## src/rtl/hkx_pkg.sv

```systemverilog
// Shared types and constants for the hash keystream XOR cipher.
`default_nettype none
package hkx_pkg;

  // Multiplier constant selects
  localparam logic [1:0] KSEL_MIX1  = 2'd0;
  localparam logic [1:0] KSEL_MIX2  = 2'd1;
  localparam logic [1:0] KSEL_HASH1 = 2'd2;
  localparam logic [1:0] KSEL_HASH2 = 2'd3;

  localparam logic [31:0] K_MIX1      = 32'h7FEB352D;
  localparam logic [31:0] K_MIX2      = 32'h846CA68B;
  localparam logic [31:0] K_HASH1     = 32'h2C1B3C6D;
  localparam logic [31:0] K_HASH2     = 32'h297A2D39;
  localparam logic [31:0] K_GOLDEN    = 32'h9E3779B9;
  localparam logic [31:0] K_SEED_TAG  = 32'h4C504B43;
  localparam logic [31:0] K_ARCH_WIDE = 32'hC0DEC064;
  localparam logic [31:0] K_ARCH_NARR = 32'hC0DEC032;
  localparam int          SEED_ROT    = 7;

  // Register indexes on the configuration port
  localparam logic [1:0] REG_RANGE_OFFSET = 2'd0;
  localparam logic [1:0] REG_RANGE_LENGTH = 2'd1;
  localparam logic [1:0] REG_ARCH_WIDE    = 2'd2;

  typedef struct packed {
    logic [31:0] range_offset;
    logic [30:0] range_length;
    logic        arch_wide;
  } cfg_t;

  typedef struct packed {
    logic        en;
    logic [31:0] a;
    logic [1:0]  ksel;
  } mul_req_t;

endpackage
`default_nettype wire

```

## src/rtl/hash_keystream_xor_cipher_unit.sv

```systemverilog
// Top level of the hash keystream XOR cipher.
//
//  channel  | signals                                   | direction
//  ---------+-------------------------------------------+----------
//  input    | in_valid, in_stall, data_byte, start_req  | in
//  output   | out_valid, out_stall, out_byte, last      | out
//  config   | psel, penable, pwrite, paddr, pwdata,     | APB
//           | prdata, pready                            |
//
// A new byte is accepted only when idle or in the last byte's writeback; one with
// start_req first passes the seed steps. One shared 32-bit multiplier sets the
// pace: four (six with reseed) multiplies, a pre-add and a writeback, a step each.
// Reset (rst, synchronous) clears chain and byte index and sets register defaults.
// The result sits in an output register; a stalled output holds the next byte
// in its first mix step until the register frees.
`default_nettype none
module hash_keystream_xor_cipher_unit
  import hkx_pkg::*;
(
  input  wire logic        clk,
  input  wire logic        rst,
  input  wire logic        psel,
  input  wire logic        penable,
  input  wire logic        pwrite,
  input  wire logic [3:0]  paddr,
  input  wire logic [31:0] pwdata,
  output logic      [31:0] prdata,
  output logic             pready,
  input  wire logic        in_valid,
  output logic             in_stall,
  input  wire logic [7:0]  data_byte,
  input  wire logic        start_req,
  output logic             out_valid,
  input  wire logic        out_stall,
  output logic      [7:0]  out_byte,
  output logic             last
);

  cfg_t        cfg;
  mul_req_t    mreq;
  logic [31:0] prod;

  hkx_apb_regs u_regs (
    .clk     (clk),
    .rst     (rst),
    .psel    (psel),
    .penable (penable),
    .pwrite  (pwrite),
    .paddr   (paddr),
    .pwdata  (pwdata),
    .prdata  (prdata),
    .pready  (pready),
    .cfg     (cfg)
  );

  hkx_mult u_mult (
    .clk  (clk),
    .req  (mreq),
    .prod (prod)
  );

  hkx_core u_core (
    .clk       (clk),
    .rst       (rst),
    .cfg       (cfg),
    .in_valid  (in_valid),
    .in_stall  (in_stall),
    .data_byte (data_byte),
    .start_req (start_req),
    .out_valid (out_valid),
    .out_stall (out_stall),
    .out_byte  (out_byte),
    .last      (last),
    .mreq      (mreq),
    .prod      (prod)
  );

endmodule
`default_nettype wire

```

## src/rtl/hkx_apb_regs.sv

```systemverilog
// APB configuration registers of the cipher.
`default_nettype none
module hkx_apb_regs
  import hkx_pkg::*;
(
  input  wire logic        clk,
  input  wire logic        rst,
  input  wire logic        psel,
  input  wire logic        penable,
  input  wire logic        pwrite,
  input  wire logic [3:0]  paddr,
  input  wire logic [31:0] pwdata,
  output logic      [31:0] prdata,
  output logic             pready,
  output cfg_t             cfg
);

  logic [1:0] reg_sel;
  logic       wr_en;

  assign pready  = 1'b1;
  assign reg_sel = paddr[3:2];
  assign wr_en   = psel & penable & pwrite;

  // Write registers; unmapped addresses drop the write
  always_ff @(posedge clk) begin
    if (rst) begin
      cfg.range_offset <= 32'd0;
      cfg.range_length <= 31'd1;
      cfg.arch_wide    <= 1'b1;
    end else if (wr_en) begin
      unique case (reg_sel)
        REG_RANGE_OFFSET: cfg.range_offset <= pwdata;
        REG_RANGE_LENGTH: cfg.range_length <= pwdata[30:0];
        REG_ARCH_WIDE:    cfg.arch_wide    <= pwdata[0];
        default: ;
      endcase
    end
  end

  // Read back
  always_comb begin
    unique case (reg_sel)
      REG_RANGE_OFFSET: prdata = cfg.range_offset;
      REG_RANGE_LENGTH: prdata = {1'b0, cfg.range_length};
      REG_ARCH_WIDE:    prdata = {31'd0, cfg.arch_wide};
      default:          prdata = 32'd0;
    endcase
  end

endmodule
`default_nettype wire

```

## src/rtl/hkx_mult.sv

```systemverilog
// Shared 32-bit constant multiplier with registered low product.
`default_nettype none
module hkx_mult
  import hkx_pkg::*;
(
  input  wire logic        clk,
  input  wire mul_req_t    req,
  output logic      [31:0] prod
);

  logic [31:0] kval;

  // Decode constant select
  always_comb begin
    unique case (req.ksel)
      KSEL_MIX1:  kval = K_MIX1;
      KSEL_MIX2:  kval = K_MIX2;
      KSEL_HASH1: kval = K_HASH1;
      KSEL_HASH2: kval = K_HASH2;
      default:    kval = K_MIX1;
    endcase
  end

  // Multiply modulo 2^32 and hold until the next request
  always_ff @(posedge clk) begin
    if (req.en) begin
      prod <= req.a * kval;
    end
  end

endmodule
`default_nettype wire

```

## src/rtl/hkx_core.sv

```systemverilog
// Sequencer and datapath: seed, per-byte hash, chain update, output register.
`default_nettype none
module hkx_core
  import hkx_pkg::*;
(
  input  wire logic        clk,
  input  wire logic        rst,
  input  wire cfg_t        cfg,
  input  wire logic        in_valid,
  output logic             in_stall,
  input  wire logic [7:0]  data_byte,
  input  wire logic        start_req,
  output logic             out_valid,
  input  wire logic        out_stall,
  output logic      [7:0]  out_byte,
  output logic             last,
  output mul_req_t         mreq,
  input  wire logic [31:0] prod
);

  localparam logic [3:0] ST_IDLE   = 4'd0;
  localparam logic [3:0] ST_SEED_A = 4'd1;
  localparam logic [3:0] ST_SEED_B = 4'd2;
  localparam logic [3:0] ST_PRE    = 4'd3;
  localparam logic [3:0] ST_HASH_A = 4'd4;
  localparam logic [3:0] ST_HASH_B = 4'd5;
  localparam logic [3:0] ST_MIX_A  = 4'd6;
  localparam logic [3:0] ST_MIX_B  = 4'd7;
  localparam logic [3:0] ST_WB     = 4'd8;

  logic [3:0]  state;
  logic [3:0]  state_next;
  logic [7:0]  data;
  logic        start;
  logic [31:0] chain;
  logic [30:0] idx;
  logic [31:0] hsum;

  logic        accept;
  logic        out_free;
  logic [31:0] len_rot;
  logic [31:0] seed_pre;
  logic [31:0] seed_val;
  logic [31:0] chain_use;
  logic [30:0] idx_use;
  logic [31:0] hash_x;
  logic [31:0] mix_in;
  logic [7:0]  ks;
  logic [31:0] chain_upd;

  assign in_stall = !((state == ST_IDLE) || (state == ST_WB));
  assign accept   = in_valid && !in_stall;
  assign out_free = !out_valid || !out_stall;

  // Seed input before the mixer
  assign len_rot  = {1'b0, cfg.range_length} << SEED_ROT
                  | {1'b0, cfg.range_length} >> (32 - SEED_ROT);
  assign seed_pre = K_SEED_TAG ^ cfg.range_offset ^ len_rot
                  ^ (cfg.arch_wide ? K_ARCH_WIDE : K_ARCH_NARR);

  // Finished mixer outputs from the shared product
  assign seed_val  = prod ^ (prod >> 16);
  assign chain_upd = prod ^ (prod >> 16);
  assign chain_use = start ? seed_val : chain;
  assign idx_use   = start ? 31'd0 : idx;

  // Hash output and keystream byte, valid in the first mix step
  assign hash_x = prod ^ (prod >> 15);
  assign mix_in = chain ^ hash_x ^ {1'b0, idx};
  always_comb begin
    case (idx[1:0])
      2'd0:    ks = hash_x[7:0];
      2'd1:    ks = hash_x[15:8];
      2'd2:    ks = hash_x[23:16];
      default: ks = hash_x[31:24];
    endcase
  end

  // Drive the shared multiplier
  always_comb begin
    mreq.en   = 1'b0;
    mreq.a    = 32'd0;
    mreq.ksel = KSEL_MIX1;
    unique case (state)
      ST_SEED_A: begin
        mreq.en   = 1'b1;
        mreq.a    = seed_pre ^ (seed_pre >> 16);
        mreq.ksel = KSEL_MIX1;
      end
      ST_SEED_B: begin
        mreq.en   = 1'b1;
        mreq.a    = prod ^ (prod >> 15);
        mreq.ksel = KSEL_MIX2;
      end
      ST_HASH_A: begin
        mreq.en   = 1'b1;
        mreq.a    = hsum ^ (hsum >> 15);
        mreq.ksel = KSEL_HASH1;
      end
      ST_HASH_B: begin
        mreq.en   = 1'b1;
        mreq.a    = prod ^ (prod >> 12);
        mreq.ksel = KSEL_HASH2;
      end
      ST_MIX_A: begin
        mreq.en   = out_free;
        mreq.a    = mix_in ^ (mix_in >> 16);
        mreq.ksel = KSEL_MIX1;
      end
      ST_MIX_B: begin
        mreq.en   = 1'b1;
        mreq.a    = prod ^ (prod >> 15);
        mreq.ksel = KSEL_MIX2;
      end
      default: ;
    endcase
  end

  // Next step of the sequencer
  always_comb begin
    state_next = state;
    unique case (state) inside
      ST_IDLE, ST_WB: begin
        if (accept) begin
          state_next = start_req ? ST_SEED_A : ST_PRE;
        end else begin
          state_next = ST_IDLE;
        end
      end
      ST_SEED_A: state_next = ST_SEED_B;
      ST_SEED_B: state_next = ST_PRE;
      ST_PRE:    state_next = ST_HASH_A;
      ST_HASH_A: state_next = ST_HASH_B;
      ST_HASH_B: state_next = ST_MIX_A;
      ST_MIX_A:  state_next = out_free ? ST_MIX_B : ST_MIX_A;
      ST_MIX_B:  state_next = ST_WB;
      default:   state_next = ST_IDLE;
    endcase
  end

  // Control state, chain and index
  always_ff @(posedge clk) begin
    if (rst) begin
      state     <= ST_IDLE;
      out_valid <= 1'b0;
      chain     <= 32'd0;
      idx       <= 31'd0;
    end else begin
      state <= state_next;
      if ((state == ST_MIX_A) && out_free) begin
        out_valid <= 1'b1;
      end else if (out_valid && !out_stall) begin
        out_valid <= 1'b0;
      end
      if (state == ST_PRE) begin
        chain <= chain_use;
        idx   <= idx_use;
      end
      if (state == ST_WB) begin
        chain <= chain_upd;
        idx   <= idx + 31'd1;
      end
    end
  end

  // Payload registers
  always_ff @(posedge clk) begin
    if (accept) begin
      data  <= data_byte;
      start <= start_req;
    end
    if (state == ST_PRE) begin
      hsum <= chain_use + K_GOLDEN + {1'b0, idx_use};
    end
    if ((state == ST_MIX_A) && out_free) begin
      out_byte <= data ^ ks;
      last     <= (idx == (cfg.range_length - 31'd1));
    end
  end

endmodule
`default_nettype wire
```

## config.mk

```make
export PLATFORM = sky130hd
export DESIGN_NAME = hash_keystream_xor_cipher_unit
export DESIGN_NICKNAME = d
export VERILOG_FILES = /design/src/rtl/hkx_pkg.sv /design/src/rtl/hash_keystream_xor_cipher_unit.sv /design/src/rtl/hkx_apb_regs.sv /design/src/rtl/hkx_mult.sv /design/src/rtl/hkx_core.sv
export SDC_FILE = /design/constraint.sdc
export NUM_CORES = 2
export LEC_CHECK = 0
export BUFFER_PORTS_ARGS = -buffer_cell sky130_fd_sc_hd__buf_2
export CORE_ASPECT_RATIO = 0.5
export CORE_MARGIN = 2
export CORE_UTILIZATION = 65
export CTS_CLUSTER_DIAMETER = 150
export CTS_CLUSTER_SIZE = 24
export DETAILED_ROUTE_END_ITERATION = 8
export PLACE_DENSITY_LB_ADDON = 0.25
export SLEW_MARGIN = 20
export SYNTH_ARGS = -nofsm -noshare
export SYNTH_HDL_FRONTEND = slang
export SYNTH_SLANG_ARGS = --single-unit
```

## constraint.sdc

```tcl
create_clock -name clk -period 20.3 [get_ports clk]
set_input_delay 4.06 -clock clk [delete_from_list [all_inputs] [get_ports clk]]
set_output_delay 4.06 -clock clk [all_outputs]
set_load 0.02 [all_outputs]
```

==> results by group <==
Outcome
  – Status: finished clean

Timing
  – Layout Skew: 29.6 ps
  – Crit path time final: 10,990 ps
  – Worst slew margin: 22.5%
  – Tcrit/Tclk final: 54.1%
  – Setup Viol. Count Final: 0
  – Least-Margin Pin Slew: 1160 ps
  – Fin. max-slew vios: 0
  – Fmax: 91.0 MHz
  – Final hold viol count: 0
  – Fin Setup TNS: 0 ps
  – Unrepaired setup endpoints after global routing: no

Clock network
  – CTS tree: done
  – Clock sink count: 214
  – Post_cts resized: 0
  – H-Tree Depth: 1
  – Post-CTS Setup Inserts: 0
  – Hold_buf cts: 0
  – Worst-skew pair later-pin latency: 510 ps
  – CTS Buffer Depth: 3
  – CTS Root Buffer Type: clkbuf_16
  – Clock buffer count from CTS: 12
  – Clock slew at reported path FFs: 100 ps

Global routing
  – GRT Total Usage: 38.3%
  – Largest net degree at the start of global routing: 89
  – First-pass GRT wire length: 135 mm
  – Number of global-route vias before repair: 22,973
  – Initial antenna violation count: 7
  – GRT overflow: 0

Logic synthesis
  – Synth Area in Compound Gates: 11.4%
  – Syn_nets: 3,908
  – Most frequent cell after synthesis: inv_1
  – Area leader, netlist: fa_1
  – Ys flop type: dfxtp_1
  – Seq/Total Area, Yosys: 17.5%
  – Syn_area_per_cell: 8.97 um2
  – Synth Warn #: 0
  – Synth Area in XOR/XNOR: 11.0%
  – Mapped Area: 29,200 um2
  – Synth Instances: 3,256
  – EDFF count, synth: 82
  – Synth Area in Adders: 35.6%
  – Commonest cells in the synthesized netlist: inv_1 (591), fa_1 (385), nand2_1 (286), xnor2_1 (234), ha_1 (215)
  – Largest family of logic cells by synthesized area: adder cells
  – Post-synth ARST share: 0%
  – Share of the synthesized area in the top cell type: 26.4%
  – Mux contribution to synthesized area: 1.89%
  – Post-synthesis simple-gate area fraction: 12.6%
  – Top post-synthesis cells by area: fa_1 (26%), ha_1 (9.2%), dfxtp_1 (9.1%)
  – Synth unique cells: 97
  – #FFs+latches synth: 214

Detailed routing
  – Pre-antenna DRT Iters: 7
  – WL final: 88.1 mm
  – Via count: 23,221
  – Antenna Violating Nets Remaining: 0
  – Via density: 6.06
  – DR WL/cell: 23.0 um
  – Residual DRC count: 0
  – Iteration-0 DRC Markers: 2,979

Critical path
  – Most Frequent Cell on Critical Path: fa_1
  – Arr. time, crit path: 11,210 ps
  – Crit path max-delay cell type: or3b_1
  – Reg2reg path depth: 32
  – CP Capture Type: flop
  – CP startpoint: u_core.state[3]
  – Critical Path Start Type: flop
  – Worst R2R Start: u_core.state[3]
  – Reg2reg setup slack: 9310 ps
  – Critical Path RT: 20,520 ps
  – Worst path max stage delay: 860 ps
  – Worst Path Max Fanout: 18
  – Critical path class: reg2reg
  – Reg2reg end: u_mult.prod[31]

Placed design
  – IO Port Bufs: 92
  – HPWL after DPL: 71.7 mm
  – Final weighted congestion in routability-driven placement: 1.03

Floorplan
  – Die H: 154 um
  – Core Area: 43,900 um2
  – Die area: 46,700 um2
  – Boundary pin count: 96
  – Die Width: 304 um
  – Initial core utilization: 66.5%
  – Cell row count: 54

Hold path
  – Min-delay worst type: reg2reg
  – HP Start: u_core.chain[18]
  – Worst hold path stage count: 2
  – Worst Hold End: u_core.chain[18]

Layout
  – # fillers: 3,510
  – Nets: 3,888
  – Synth-to-Final Area Change: 4.18%
  – Share of layout cells above drive strength 1: 6.88%

Job
  – Max_cap viols: 0
[cell usage in the layout (no fill, tap or decap), drive strengths merged, types with 10 or more instances in the layout]
master and n:
o211ai 28, dfxtp 132, and2 26, inv 594, or2 21, nand3 33, or3 10, a21o 33
nor2b 47, edfxtp 82, xor2 114, xnor2 236, a22oi 12, and3 21, o21bai 12, nor2 204
o21ai 81, a211oi 53, nand2b 53, a31oi 17, nor3 30, fa 385, a221oi 12, ha 215
clkbuf 20, a21oi 177, nand2 286, mux2i 46, buf 126
[how the worst max path moves through the flow]
| stage | end | depth (start not counted) |
|---|---|---|
| floorplan | prdata[10] | 4 |
| global placement | u_mult.prod[31] | 32 |
| detailed placement | u_mult.prod[31] | 32 |
| CTS | u_mult.prod[31] | 32 |
| global route | u_mult.prod[31] | 32 |
| finish | u_mult.prod[31] | 32 |
[worst max-delay path: cells and delay by family (launching register included)]
| kind | cells | cell delay [ps] |
|---|---|---|
| AND/OR/NAND/NOR | 8 | 2070 |
| buffers and inverters | 8 | 1170 |
| AO/OA/AOI/OAI | 6 | 2250 |
| XOR/XNOR | 1 | 120 |
| flip-flops | 1 | 800 |
| adder cells (fa/ha/maj) | 9 | 4260 |
[sequential cells by signal, indices dropped and copies added, names as in the netlist]
signal and flops:
u_regs.cfg 64, u_core.chain 32, u_core.hsum 32, u_mult.prod 32, u_core.idx 31, u_core.data 8
u_core.out_byte 8, u_core.state 4, u_core.last 1, u_core.out_valid 1, u_core.start 1
[metal layers]
metal | vias to the layer above | routed length, um | track usage (%)
met5 | - | 69 | 0
met4 | 6 | 4030 | 14.6
met3 | 264 | 11300 | 9.68
met2 | 1369 | 38400 | 59.1
met1 | 11286 | 34300 | 52.5
li1 | 10296 | - | -
[final cells by class]
type	instances	area [um2]	share of cell area, %
antenna	3	7.51	0.0247
clock buffer	19	337	1.11
multi-input combinational	2287	21300	69.9
inverter	594	2230	7.33
clock inverter	1	16.3	0.0535
tap	588	736	2.42
sequential	214	5110	16.8
timing repair buffer	127	726	2.39
[metrics by stage]
step / setup WS [ps] / std cells / hold slack [ps] / utilization [%] / cell area, um2
after global placement: 9670 / 3809 / 458 / 68.4 / 30000
after global routing: 8870 / 3830 / 498 / 69.2 / 30400
after floorplan: 10970 / 3256 / 445 / - / 29200
after detailed placement: 9630 / 3809 / 471 / 68.4 / 30000
after CTS: 9580 / 3829 / 479 / 69.2 / 30400
final: 9310 / 3833 / 483 / 69.2 / 30400
[kinds of logic after synthesis]
| group | count (synthesis) |
|---|---|
| buffers and inverters | 755 |
| flip-flops | 214 |
| AO/OA/AOI/OAI | 501 |
| other | 1 |
| XOR/XNOR | 356 |
| multiplexers | 54 |
| adder cells (fa/ha/maj) | 600 |
| AND/OR/NAND/NOR | 775 |
Power is left out: the tool's default activity adds up to more than one toggle a clock period on the data nets, which glitch-free logic cannot reach.
